**src/hdl/lpmt_pkg.sv**
```systemverilog
// Shared types and codes for the lidar point merge table.
package lpmt_pkg;

    // result status codes
    localparam logic [2:0] ST_INSERTED    = 3'd0;
    localparam logic [2:0] ST_MERGED      = 3'd1;
    localparam logic [2:0] ST_ZERO        = 3'd2;
    localparam logic [2:0] ST_FULL        = 3'd3;
    localparam logic [2:0] ST_DRAINED     = 3'd4;
    localparam logic [2:0] ST_DRAIN_EMPTY = 3'd5;

    localparam logic [16:0] FULL_TURN = 17'd23040;

    localparam int Q_DEPTH = 4;
    localparam int Q_PTR_W = $clog2(Q_DEPTH);

    // classified command handed from front to back
    typedef struct packed {
        logic        drain;
        logic        zero;
        logic [15:0] servo;
        logic [14:0] angle;
        logic [23:0] newd;
    } t_cmd;

    // one table entry
    typedef struct packed {
        logic [15:0] servo;
        logic [14:0] angle;
        logic [23:0] meas;
    } t_entry;

    // one result item
    typedef struct packed {
        logic [2:0]  status;
        logic [5:0]  entry_index;
        logic [23:0] dist_out;
        logic [14:0] scan_angle;
        logic [15:0] servo_out;
        logic        last;
    } t_result;

endpackage

```
**src/hdl/lpmt_front.sv**
```systemverilog
// Front end: accepts samples, forms the wrapped lidar angle and classifies the item.
module lpmt_front
    import lpmt_pkg::*;
#(
    parameter int DIST_FRAC_BITS = 8
) (
    input  logic        i_valid,
    output logic        o_ready,
    input  logic        i_kind,
    input  logic [15:0] i_servo_pos,
    input  logic [14:0] i_start_raw,
    input  logic [4:0]  i_comp_raw,
    input  logic [15:0] i_dist_raw,
    input  logic        i_q_full,
    output logic        o_q_push,
    output t_cmd        o_q_cmd
);

    logic signed [16:0] w_corr;
    logic signed [16:0] w_sum;
    logic [16:0]        w_wrap;

    always_comb begin
        w_corr = signed'({10'd0, i_comp_raw[3:0], 3'b000});
        if (i_comp_raw[4]) begin
            w_corr = -w_corr;
        end
        w_sum = signed'({2'b00, i_start_raw}) + w_corr;
        if (w_sum >= signed'(FULL_TURN)) begin
            w_wrap = unsigned'(w_sum) - FULL_TURN;
        end else if (w_sum < 0) begin
            w_wrap = unsigned'(w_sum) + FULL_TURN;
        end else begin
            w_wrap = unsigned'(w_sum);
        end
    end

    always_comb begin
        o_q_cmd.drain = i_kind;
        o_q_cmd.zero  = (i_dist_raw == 16'd0);
        o_q_cmd.servo = i_servo_pos;
        o_q_cmd.angle = w_wrap[14:0];
        o_q_cmd.newd  = {8'd0, i_dist_raw} << DIST_FRAC_BITS;
    end

    assign o_ready  = !i_q_full;
    assign o_q_push = i_valid && !i_q_full;

endmodule

```
**src/hdl/lpmt_queue.sv**
```systemverilog
// Short command queue between the front end and the table engine.
module lpmt_queue
    import lpmt_pkg::*;
(
    input  logic i_clk,
    input  logic i_rst_n,
    input  logic i_push,
    input  t_cmd i_cmd,
    output logic o_full,
    input  logic i_pop,
    output logic o_valid,
    output t_cmd o_cmd
);

    t_cmd                r_mem [Q_DEPTH];
    logic [Q_PTR_W-1:0]  r_wr_ptr;
    logic [Q_PTR_W-1:0]  r_rd_ptr;
    logic [Q_PTR_W:0]    r_fill;

    always_ff @(posedge i_clk) begin
        if (i_push) begin
            r_mem[r_wr_ptr] <= i_cmd;
        end
    end

    always_ff @(posedge i_clk) begin
        if (!i_rst_n) begin
            r_wr_ptr <= '0;
            r_rd_ptr <= '0;
            r_fill   <= '0;
        end else begin
            if (i_push) begin
                r_wr_ptr <= r_wr_ptr + 1'b1;
            end
            if (i_pop) begin
                r_rd_ptr <= r_rd_ptr + 1'b1;
            end
            if (i_push && !i_pop) begin
                r_fill <= r_fill + 1'b1;
            end else if (!i_push && i_pop) begin
                r_fill <= r_fill - 1'b1;
            end
        end
    end

    assign o_full  = (r_fill == (Q_PTR_W+1)'(Q_DEPTH));
    assign o_valid = (r_fill != '0);
    assign o_cmd   = r_mem[r_rd_ptr];

endmodule

```
**src/hdl/lpmt_back.sv**
```systemverilog
// Table engine: sequential search, merge, append and drain over the entry memory.
module lpmt_back
    import lpmt_pkg::*;
#(
    parameter int TABLE_DEPTH = 64
) (
    input  logic    i_clk,
    input  logic    i_rst_n,
    input  logic    i_q_valid,
    input  t_cmd    i_q_cmd,
    output logic    o_q_pop,
    output logic    o_out_valid,
    input  logic    i_out_ready,
    output t_result o_out
);

    localparam int IW = (TABLE_DEPTH > 1) ? $clog2(TABLE_DEPTH) : 1;
    localparam int CW = $clog2(TABLE_DEPTH + 1);

    typedef enum logic [1:0] {
        S_IDLE,
        S_SEARCH,
        S_DRAIN
    } t_state;

    t_entry r_mem [TABLE_DEPTH];
    t_entry r_rd_data;

    t_state        r_state,     n_state;
    t_cmd          r_cmd,       n_cmd;
    logic [CW-1:0] r_count,     n_count;
    logic [CW-1:0] r_addr,      n_addr;
    logic          r_pend,      n_pend;
    logic [IW-1:0] r_pidx,      n_pidx;
    logic          r_out_valid, n_out_valid;
    t_result       r_out,       n_out;

    logic          w_rd_en;
    logic [IW-1:0] w_rd_addr;
    logic          w_wr_en;
    logic [IW-1:0] w_wr_addr;
    t_entry        w_wr_data;
    logic          w_out_free;
    logic          w_match;
    logic          w_consume;
    logic          w_is_last;
    logic [24:0]   w_sum;

    always_ff @(posedge i_clk) begin
        if (w_wr_en) begin
            r_mem[w_wr_addr] <= w_wr_data;
        end
    end

    always_ff @(posedge i_clk) begin
        if (w_rd_en) begin
            r_rd_data <= r_mem[w_rd_addr];
        end
    end

    assign w_out_free = !r_out_valid || i_out_ready;
    assign w_match    = r_pend && (r_rd_data.servo == r_cmd.servo)
                        && (r_rd_data.angle == r_cmd.angle);
    assign w_is_last  = ((CW'(r_pidx) + CW'(1)) == r_count);
    assign w_consume  = r_pend && w_out_free;
    assign w_sum      = {1'b0, r_rd_data.meas} + {1'b0, r_cmd.newd};

    always_comb begin
        n_state     = r_state;
        n_cmd       = r_cmd;
        n_count     = r_count;
        n_addr      = r_addr;
        n_pend      = r_pend;
        n_pidx      = r_pidx;
        n_out_valid = r_out_valid && !i_out_ready;
        n_out       = r_out;
        o_q_pop     = 1'b0;
        w_rd_en     = 1'b0;
        w_rd_addr   = r_addr[IW-1:0];
        w_wr_en     = 1'b0;
        w_wr_addr   = r_pidx;
        w_wr_data   = '{servo: r_cmd.servo, angle: r_cmd.angle, meas: w_sum[24:1]};

        case (r_state)
            S_IDLE: begin
                if (i_q_valid) begin
                    if (i_q_cmd.drain && (r_count == '0)) begin
                        if (w_out_free) begin
                            o_q_pop     = 1'b1;
                            n_out_valid = 1'b1;
                            n_out       = '{status: ST_DRAIN_EMPTY, entry_index: 6'd0,
                                            dist_out: 24'd0, scan_angle: 15'd0,
                                            servo_out: 16'd0, last: 1'b1};
                        end
                    end else if (i_q_cmd.drain) begin
                        o_q_pop = 1'b1;
                        n_addr  = '0;
                        n_pend  = 1'b0;
                        n_state = S_DRAIN;
                    end else if (i_q_cmd.zero) begin
                        if (w_out_free) begin
                            o_q_pop     = 1'b1;
                            n_out_valid = 1'b1;
                            n_out       = '{status: ST_ZERO, entry_index: 6'd0,
                                            dist_out: 24'd0, scan_angle: i_q_cmd.angle,
                                            servo_out: i_q_cmd.servo, last: 1'b1};
                        end
                    end else begin
                        o_q_pop = 1'b1;
                        n_cmd   = i_q_cmd;
                        n_addr  = '0;
                        n_pend  = 1'b0;
                        n_state = S_SEARCH;
                    end
                end
            end
            S_SEARCH: begin
                if (w_match) begin
                    if (w_out_free) begin
                        w_wr_en     = 1'b1;
                        w_wr_addr   = r_pidx;
                        n_pend      = 1'b0;
                        n_out_valid = 1'b1;
                        n_out       = '{status: ST_MERGED, entry_index: 6'(r_pidx),
                                        dist_out: w_sum[24:1], scan_angle: r_cmd.angle,
                                        servo_out: r_cmd.servo, last: 1'b1};
                        n_state     = S_IDLE;
                    end
                end else if (r_addr < r_count) begin
                    w_rd_en = 1'b1;
                    n_pidx  = r_addr[IW-1:0];
                    n_pend  = 1'b1;
                    n_addr  = r_addr + CW'(1);
                end else if (r_pend) begin
                    n_pend = 1'b0;
                end else if (w_out_free) begin
                    n_out_valid = 1'b1;
                    n_state     = S_IDLE;
                    if (r_count >= CW'(TABLE_DEPTH)) begin
                        n_out = '{status: ST_FULL, entry_index: 6'd0,
                                  dist_out: r_cmd.newd, scan_angle: r_cmd.angle,
                                  servo_out: r_cmd.servo, last: 1'b1};
                    end else begin
                        w_wr_en   = 1'b1;
                        w_wr_addr = r_count[IW-1:0];
                        w_wr_data = '{servo: r_cmd.servo, angle: r_cmd.angle,
                                      meas: r_cmd.newd};
                        n_count   = r_count + CW'(1);
                        n_out     = '{status: ST_INSERTED,
                                      entry_index: 6'(r_count[IW-1:0]),
                                      dist_out: r_cmd.newd, scan_angle: r_cmd.angle,
                                      servo_out: r_cmd.servo, last: 1'b1};
                    end
                end
            end
            S_DRAIN: begin
                if (w_consume) begin
                    n_pend      = 1'b0;
                    n_out_valid = 1'b1;
                    n_out       = '{status: ST_DRAINED, entry_index: 6'(r_pidx),
                                    dist_out: r_rd_data.meas,
                                    scan_angle: r_rd_data.angle,
                                    servo_out: r_rd_data.servo, last: w_is_last};
                    if (w_is_last) begin
                        n_count = '0;
                        n_state = S_IDLE;
                    end
                end
                if ((!r_pend || (w_consume && !w_is_last)) && (r_addr < r_count)) begin
                    w_rd_en = 1'b1;
                    n_pidx  = r_addr[IW-1:0];
                    n_pend  = 1'b1;
                    n_addr  = r_addr + CW'(1);
                end
            end
            default: begin
                n_state = S_IDLE;
            end
        endcase
    end

    always_ff @(posedge i_clk) begin
        if (!i_rst_n) begin
            r_state     <= S_IDLE;
            r_count     <= '0;
            r_addr      <= '0;
            r_pend      <= 1'b0;
            r_out_valid <= 1'b0;
        end else begin
            r_state     <= n_state;
            r_count     <= n_count;
            r_addr      <= n_addr;
            r_pend      <= n_pend;
            r_out_valid <= n_out_valid;
        end
        r_cmd  <= n_cmd;
        r_pidx <= n_pidx;
        r_out  <= n_out;
    end

    assign o_out_valid = r_out_valid;
    assign o_out       = r_out;

`ifndef SYNTHESIS
    a_count_bound: assert property (@(posedge i_clk) disable iff (!i_rst_n)
        r_count <= CW'(TABLE_DEPTH))
        else $error("entry count above table depth");

    a_pend_in_range: assert property (@(posedge i_clk) disable iff (!i_rst_n)
        r_pend |-> (CW'(r_pidx) < r_count))
        else $error("pending read beyond valid entries");

    a_drain_clears: assert property (@(posedge i_clk) disable iff (!i_rst_n)
        (r_state == S_DRAIN && w_consume && w_is_last) |=>
            (r_count == '0 && r_state == S_IDLE))
        else $error("table not cleared after last drained entry");

    a_no_write_in_drain: assert property (@(posedge i_clk) disable iff (!i_rst_n)
        (r_state == S_DRAIN) |-> !w_wr_en)
        else $error("table write during drain");

    a_no_pop_busy: assert property (@(posedge i_clk) disable iff (!i_rst_n)
        (r_state != S_IDLE) |-> !o_q_pop)
        else $error("queue popped while engine busy");
`endif

endmodule

```
**src/hdl/lidar_point_merge_table.sv**
```systemverilog
// Top level of the lidar point merge table.
//
// Input stream: one transaction per item. tuser is the kind (0 add sample,
// 1 drain). An add sample gives one result: inserted, merged, zero ignored
// or table full dropped. A drain gives one result per stored entry, in
// entry order with tlast on the final one, then empties the table; an
// empty drain gives a single drain-empty result.
// Output stream: status in tuser, tlast on the final result of an item.
// Samples pass a combinational front end (angle and classification) into
// a four-deep command queue, so input keeps flowing while the table engine
// or the receiver stalls, until the queue is full. The engine searches the
// N valid entries through one registered memory read port, one entry a
// cycle; a drain reads the entries the same way while the receiver keeps
// taking results. The output register holds a result until the receiver
// takes it; the engine stalls meanwhile once it has a further result to
// hand over. Reset empties the queue and the table at once; no clearing
// pass is needed.
module lidar_point_merge_table
    import lpmt_pkg::*;
#(
    parameter int TABLE_DEPTH    = 64,
    parameter int DIST_FRAC_BITS = 8
) (
    input  logic        i_clk,
    input  logic        i_rst_n,
    input  logic        i_s_axis_tvalid,
    output logic        o_s_axis_tready,
    // servo_pos[15:0], start_raw[30:16], comp_raw[35:31], dist_raw[51:36]
    input  logic [55:0] i_s_axis_tdata,
    // kind[0]
    input  logic [0:0]  i_s_axis_tuser,
    output logic        o_m_axis_tvalid,
    input  logic        i_m_axis_tready,
    // entry_index[5:0], dist_out[29:6], scan_angle[44:30], servo_out[60:45]
    output logic [63:0] o_m_axis_tdata,
    // status[2:0]
    output logic [2:0]  o_m_axis_tuser,
    output logic        o_m_axis_tlast
);

    logic    w_q_full;
    logic    w_q_push;
    t_cmd    w_push_cmd;
    logic    w_q_pop;
    logic    w_q_valid;
    t_cmd    w_q_cmd;
    t_result w_out;

    lpmt_front #(
        .DIST_FRAC_BITS(DIST_FRAC_BITS)
    ) u_front (
        .i_valid     (i_s_axis_tvalid),
        .o_ready     (o_s_axis_tready),
        .i_kind      (i_s_axis_tuser[0]),
        .i_servo_pos (i_s_axis_tdata[15:0]),
        .i_start_raw (i_s_axis_tdata[30:16]),
        .i_comp_raw  (i_s_axis_tdata[35:31]),
        .i_dist_raw  (i_s_axis_tdata[51:36]),
        .i_q_full    (w_q_full),
        .o_q_push    (w_q_push),
        .o_q_cmd     (w_push_cmd)
    );

    lpmt_queue u_queue (
        .i_clk   (i_clk),
        .i_rst_n (i_rst_n),
        .i_push  (w_q_push),
        .i_cmd   (w_push_cmd),
        .o_full  (w_q_full),
        .i_pop   (w_q_pop),
        .o_valid (w_q_valid),
        .o_cmd   (w_q_cmd)
    );

    lpmt_back #(
        .TABLE_DEPTH(TABLE_DEPTH)
    ) u_back (
        .i_clk       (i_clk),
        .i_rst_n     (i_rst_n),
        .i_q_valid   (w_q_valid),
        .i_q_cmd     (w_q_cmd),
        .o_q_pop     (w_q_pop),
        .o_out_valid (o_m_axis_tvalid),
        .i_out_ready (i_m_axis_tready),
        .o_out       (w_out)
    );

    assign o_m_axis_tdata = {3'd0, w_out.servo_out, w_out.scan_angle,
                             w_out.dist_out, w_out.entry_index};
    assign o_m_axis_tuser = w_out.status;
    assign o_m_axis_tlast = w_out.last;

endmodule
```
**config.mk**
```make
export PLATFORM = sky130hd
export DESIGN_NAME = lidar_point_merge_table
export DESIGN_NICKNAME = d
export VERILOG_FILES = /design/src/hdl/lpmt_pkg.sv /design/src/hdl/lpmt_front.sv /design/src/hdl/lpmt_queue.sv /design/src/hdl/lpmt_back.sv /design/src/hdl/lidar_point_merge_table.sv
export SDC_FILE = /design/constraint.sdc
export NUM_CORES = 2
export LEC_CHECK = 0
export BUFFER_PORTS_ARGS = -buffer_cell sky130_fd_sc_hd__buf_2
export CORE_UTILIZATION = 55
export DETAILED_ROUTE_END_ITERATION = 8
export HOLD_SLACK_MARGIN = 0.08
export PLACE_DENSITY_LB_ADDON = 0.1
export SYNTH_ARGS = -nofsm -noshare
export SYNTH_HDL_FRONTEND = slang
export SYNTH_HIERARCHICAL = 1
export SYNTH_SLANG_ARGS = --single-unit
```
**constraint.sdc**
```tcl
create_clock -name i_clk -period 35.5 [get_ports i_clk]
set_input_delay 5.325 -clock i_clk [delete_from_list [all_inputs] [get_ports i_clk]]
set_output_delay 5.325 -clock i_clk [all_outputs]
set_load 0.02 [all_outputs]
```
==> run_results.csv <==
group,metric,value,unit
grt,grt_max_degree,139,
logic_synthesis,ys_async_sr_fraction,0,%
logic_synthesis,syn-instance-count,6516,
power,p_per_area,70.0,nW/um2
outcome,status,"finished, final reports clean",
power,peakVddDrop,69.0,uV
clock_tree,cts-buffers-inserted,398,
floorplan,die_area,282000,um2
place,place_hpwl,212000,um
logic_synthesis,synthSimpleGateAreaFrac,1.35,%
critical_path,critPathKind,"in2reg",
sta,rsz0062_at_grt,"no",
sta,min_period,9.35,ns
floorplan,fp-row-count,193,
grt,grt_overflow,0,
floorplan,initial_core_util,55.5,%
sta,worst_slew_pin_slew,1.34,ns
clock_tree,htree_levels,5,
sta,clock.fmax,107,MHz
critical_path,arrival,9.88,ns
logic_synthesis,synthFlopType,"edfxtp_1",
logic_synthesis,syn_area,154000,um2
logic_synthesis,synth_area_leaders,"edfxtp_1, mux4_2, clkbuf_1",
clock_tree,clk_path_buf_depth,4,
critical_path,critical_path_buf_inv_count,3,
logic_synthesis,ys_types,95,
clock_tree,holdBufCountCts,0,
floorplan,io_pins,131,
logic_synthesis,synth_fa_ha_area_share,0.498,%
logic_synthesis,ys_warn_count,6,
cells_and_area,nets,7028,
clock_tree,cts-resized-gates,0,
logic_synthesis,synth_top_family_by_area,"multiplexers",
logic_synthesis,yosysTopAreaCellShare,76.6,%
floorplan,die_w,531,um
route,routed_via_density,6.67,
critical_path,cp_top_family,"simple AND/OR/NAND/NOR gates",
sta,timing.final.crit_share,26.3,%
floorplan,die_y,531,um
sta,hold_violations,0,
route,detail-route-antenna-nets,0,
route,first_iter_violations,9902,
logic_synthesis,synth-compound-area-share,1.57,%
sta,maxSlewViolCount,0,
grt,grt_usage,27.8,%
clock_tree,clock_latency,0.96,ns
critical_path,cp.required,36.03,ns
critical_path,cp_slowest_cell,"nor3_2",
cells_and_area,multi_input_area,34000,um2
route,drt_pass1_iterations,9,
hold_path,hold_class,"reg2reg",
clock_tree,cts_tree,"yes",
grt,grt_pass1_wl,549000,um
critical_path,crit_top_cell,"buf_4",
logic_synthesis,synthMuxAreaShare,17.9,%
clock_tree,clk_pin_slew,0.06,ns
floorplan,core,277000,um2
clock_tree,cts_root_buffer,"clkbuf_16",
sta,timing.hold.ws,0.529,ns
critical_path,path_cells,"buf_2 > nand2b_1 > nand3_1 > nor4_1 > o221ai_2 > nor3_2 > buf_4 > buf_4",
cells_and_area,seqCellArea,119000,um2
grt,grt_pass1_vias,72675,
sta,skew,0.0663,ns
logic_synthesis,yosysSeqAreaShare,76.9,%
logic_synthesis,synth-edff-count,3929,
critical_path,worst-path-max-fanout,28,
place,place.gp.congestion,0.837,
place,portBuffers,123,
clock_tree,cts.sinks,3956,
route,drc,0,
cells_and_area,fillCellCount,18508,
route,route.detailed.wl_per_inst,35.8,um
logic_synthesis,yosys.area.top_type,"edfxtp_1",
sta,final.setup.tns,0,ns
route,dr_total_vias,73045,
sta,slew_headroom,10.8,%
run,maxCapViolCount,0,
route,drt_wl_total,392000,um
cells_and_area,drive_gt1_share,31.6,%
power,power.leakage,52.5,nW
sta,setup_viol,0,
critical_path,crit_path_end_kind,"flop",
logic_synthesis,ys_seq_elements,3956,
critical_path,max_stage_delay,0.98,ns
clock_tree,cts_setup_buffers,0,
critical_path,startpoint_type,"input port",
logic_synthesis,synth_area_per_cell,23.7,um2
logic_synthesis,synthXorXnorAreaFrac,0.447,%
grt,grt_antenna_before_repair,35,
cells_and_area,area.growth.synth_to_final,12.4,%
-- cell usage after synthesis, drive strengths merged (5+ instances only) --
master and n:
xnor2 59, nor3b 8, inv 74, xor2 17
a22oi 19, a222oi 31, dfxtp 27, nor2 74
a21boi 6, nand3 27, and2 23, o221ai 9
o21a 10, or4 9, nand2 85, a211oi 10
edfxtp 3929, a31oi 15, mux4 1212, o211ai 7
or2 5, nand4 27, and3 12, nor3 68
buf 194, a311oi 7, o21ai 48, nand2b 11
mux2 12, nor2b 10, a2111oi 10, ha 55
a211o 5, or3 11, a32oi 7, clkbuf 198
o31ai 14, o22ai 7, mux2i 9, a21oi 58
nor4 17, a21o 14
-- state kept, by name, summed over array words and instances, names as in the netlist, named ones only --
signal	cells
u_back/o_out	65
u_back/r_pend	1
u_back/r_count	7
u_queue/r_rd_ptr	2
u_back/r_addr	7
u_queue/r_mem	228
u_back/r_cmd	55
u_queue/r_wr_ptr	2
u_back/r_pidx	6
u_queue/r_fill	3
u_back/r_rd_data	55
u_back/r_mem	3520
u_back/o_out_valid	1
u_back/r_state	2
-- metal layers --
metal | track usage, % | part of all wire, % | vias to the layer above
met4 | 6.97 | 2.6 | 20
met5 | 0.186 | 0.056 | -
li1 | - | - | 28946
met2 | 42.1 | 46 | 3995
met3 | 8.46 | 12 | 615
met1 | 40.0 | 39 | 39469
-- cell type report --
| class | instances | share of cell area, % |
|---|---|---|
| clock buffers | 483 | 5.99 |
| inverters | 75 | 0.163 |
| repair buffers | 376 | 1.49 |
| clock inverters | 249 | 1.57 |
| diodes | 4 | 0.00578 |
| well taps | 3705 | 2.68 |
| flip-flops and latches | 3956 | 68.5 |
| multi-input cells | 2102 | 19.7 |
-- tightest hold or removal path, delay by kind of cell (launching register included) --
family             cells  cell delay, ns
DFF                    1            0.32
AOI/OAI and AO/OA      2            0.16
-- power breakdown --
group | internal [mW] | total (mW) | switching [mW]
registers | 5.85 | 5.91 | 0.0579
logic | 0.698 | 2.01 | 1.32
clock network | 2.44 | 4.20 | 1.76
total | 8.99 | 12.1 | 3.14
-- worst paths after layout --
check                    endpoint  slack (ns)  cells past startpoint              start
max          u_back/r_mem[43][48]       26.15                      8    i_m_axis_tready
min             u_queue/r_fill[2]        0.53                      2  u_queue/r_fill[2]
max reg2reg   u_back/r_rd_data[5]       28.53                      8   u_back/r_addr[0]
min reg2reg     u_queue/r_fill[2]        0.53                      2  u_queue/r_fill[2]
-- cell families (layout without fill, tap and decap cells) --
logic type,count (synthesis),after routing
adders and majority gates,60,60
xor gates and xnor gates,77,77
AOI/OAI and AO/OA,320,320
muxes,1233,1233
DFF,3956,3956
and+or+nand+nor,401,401
buffers and inverters,467,1183
other,2,15
-- cells in the final DEF (no fill, tap or decap), types with 55 or more instances in the layout --
cell type	n
clkbuf_16	402
buf_2	123
inv_1	72
buf_4	248
clkinv_2	74
nand2_1	82
clkinv_1	91
xnor2_1	59
nor2_1	56
clkbuf_1	80
a21oi_1	56
ha_1	55
mux4_2	1212
edfxtp_1	3929
-- metrics by stage --
step	total power [mW]	setup slack (ns)	util, %	cell area [um2]	instances
floorplan	7.36	18.69	-	154000	6525
global placement	7.95	25.26	57.7	160000	10214
detailed placement	8.02	25.20	57.7	160000	10214
CTS	12.2	26.19	62.4	173000	10946
global route	12.5	25.94	62.4	173000	10947
finish	12.1	26.15	62.4	173000	10950
Note: power is estimated with default switching activity, not from simulation.
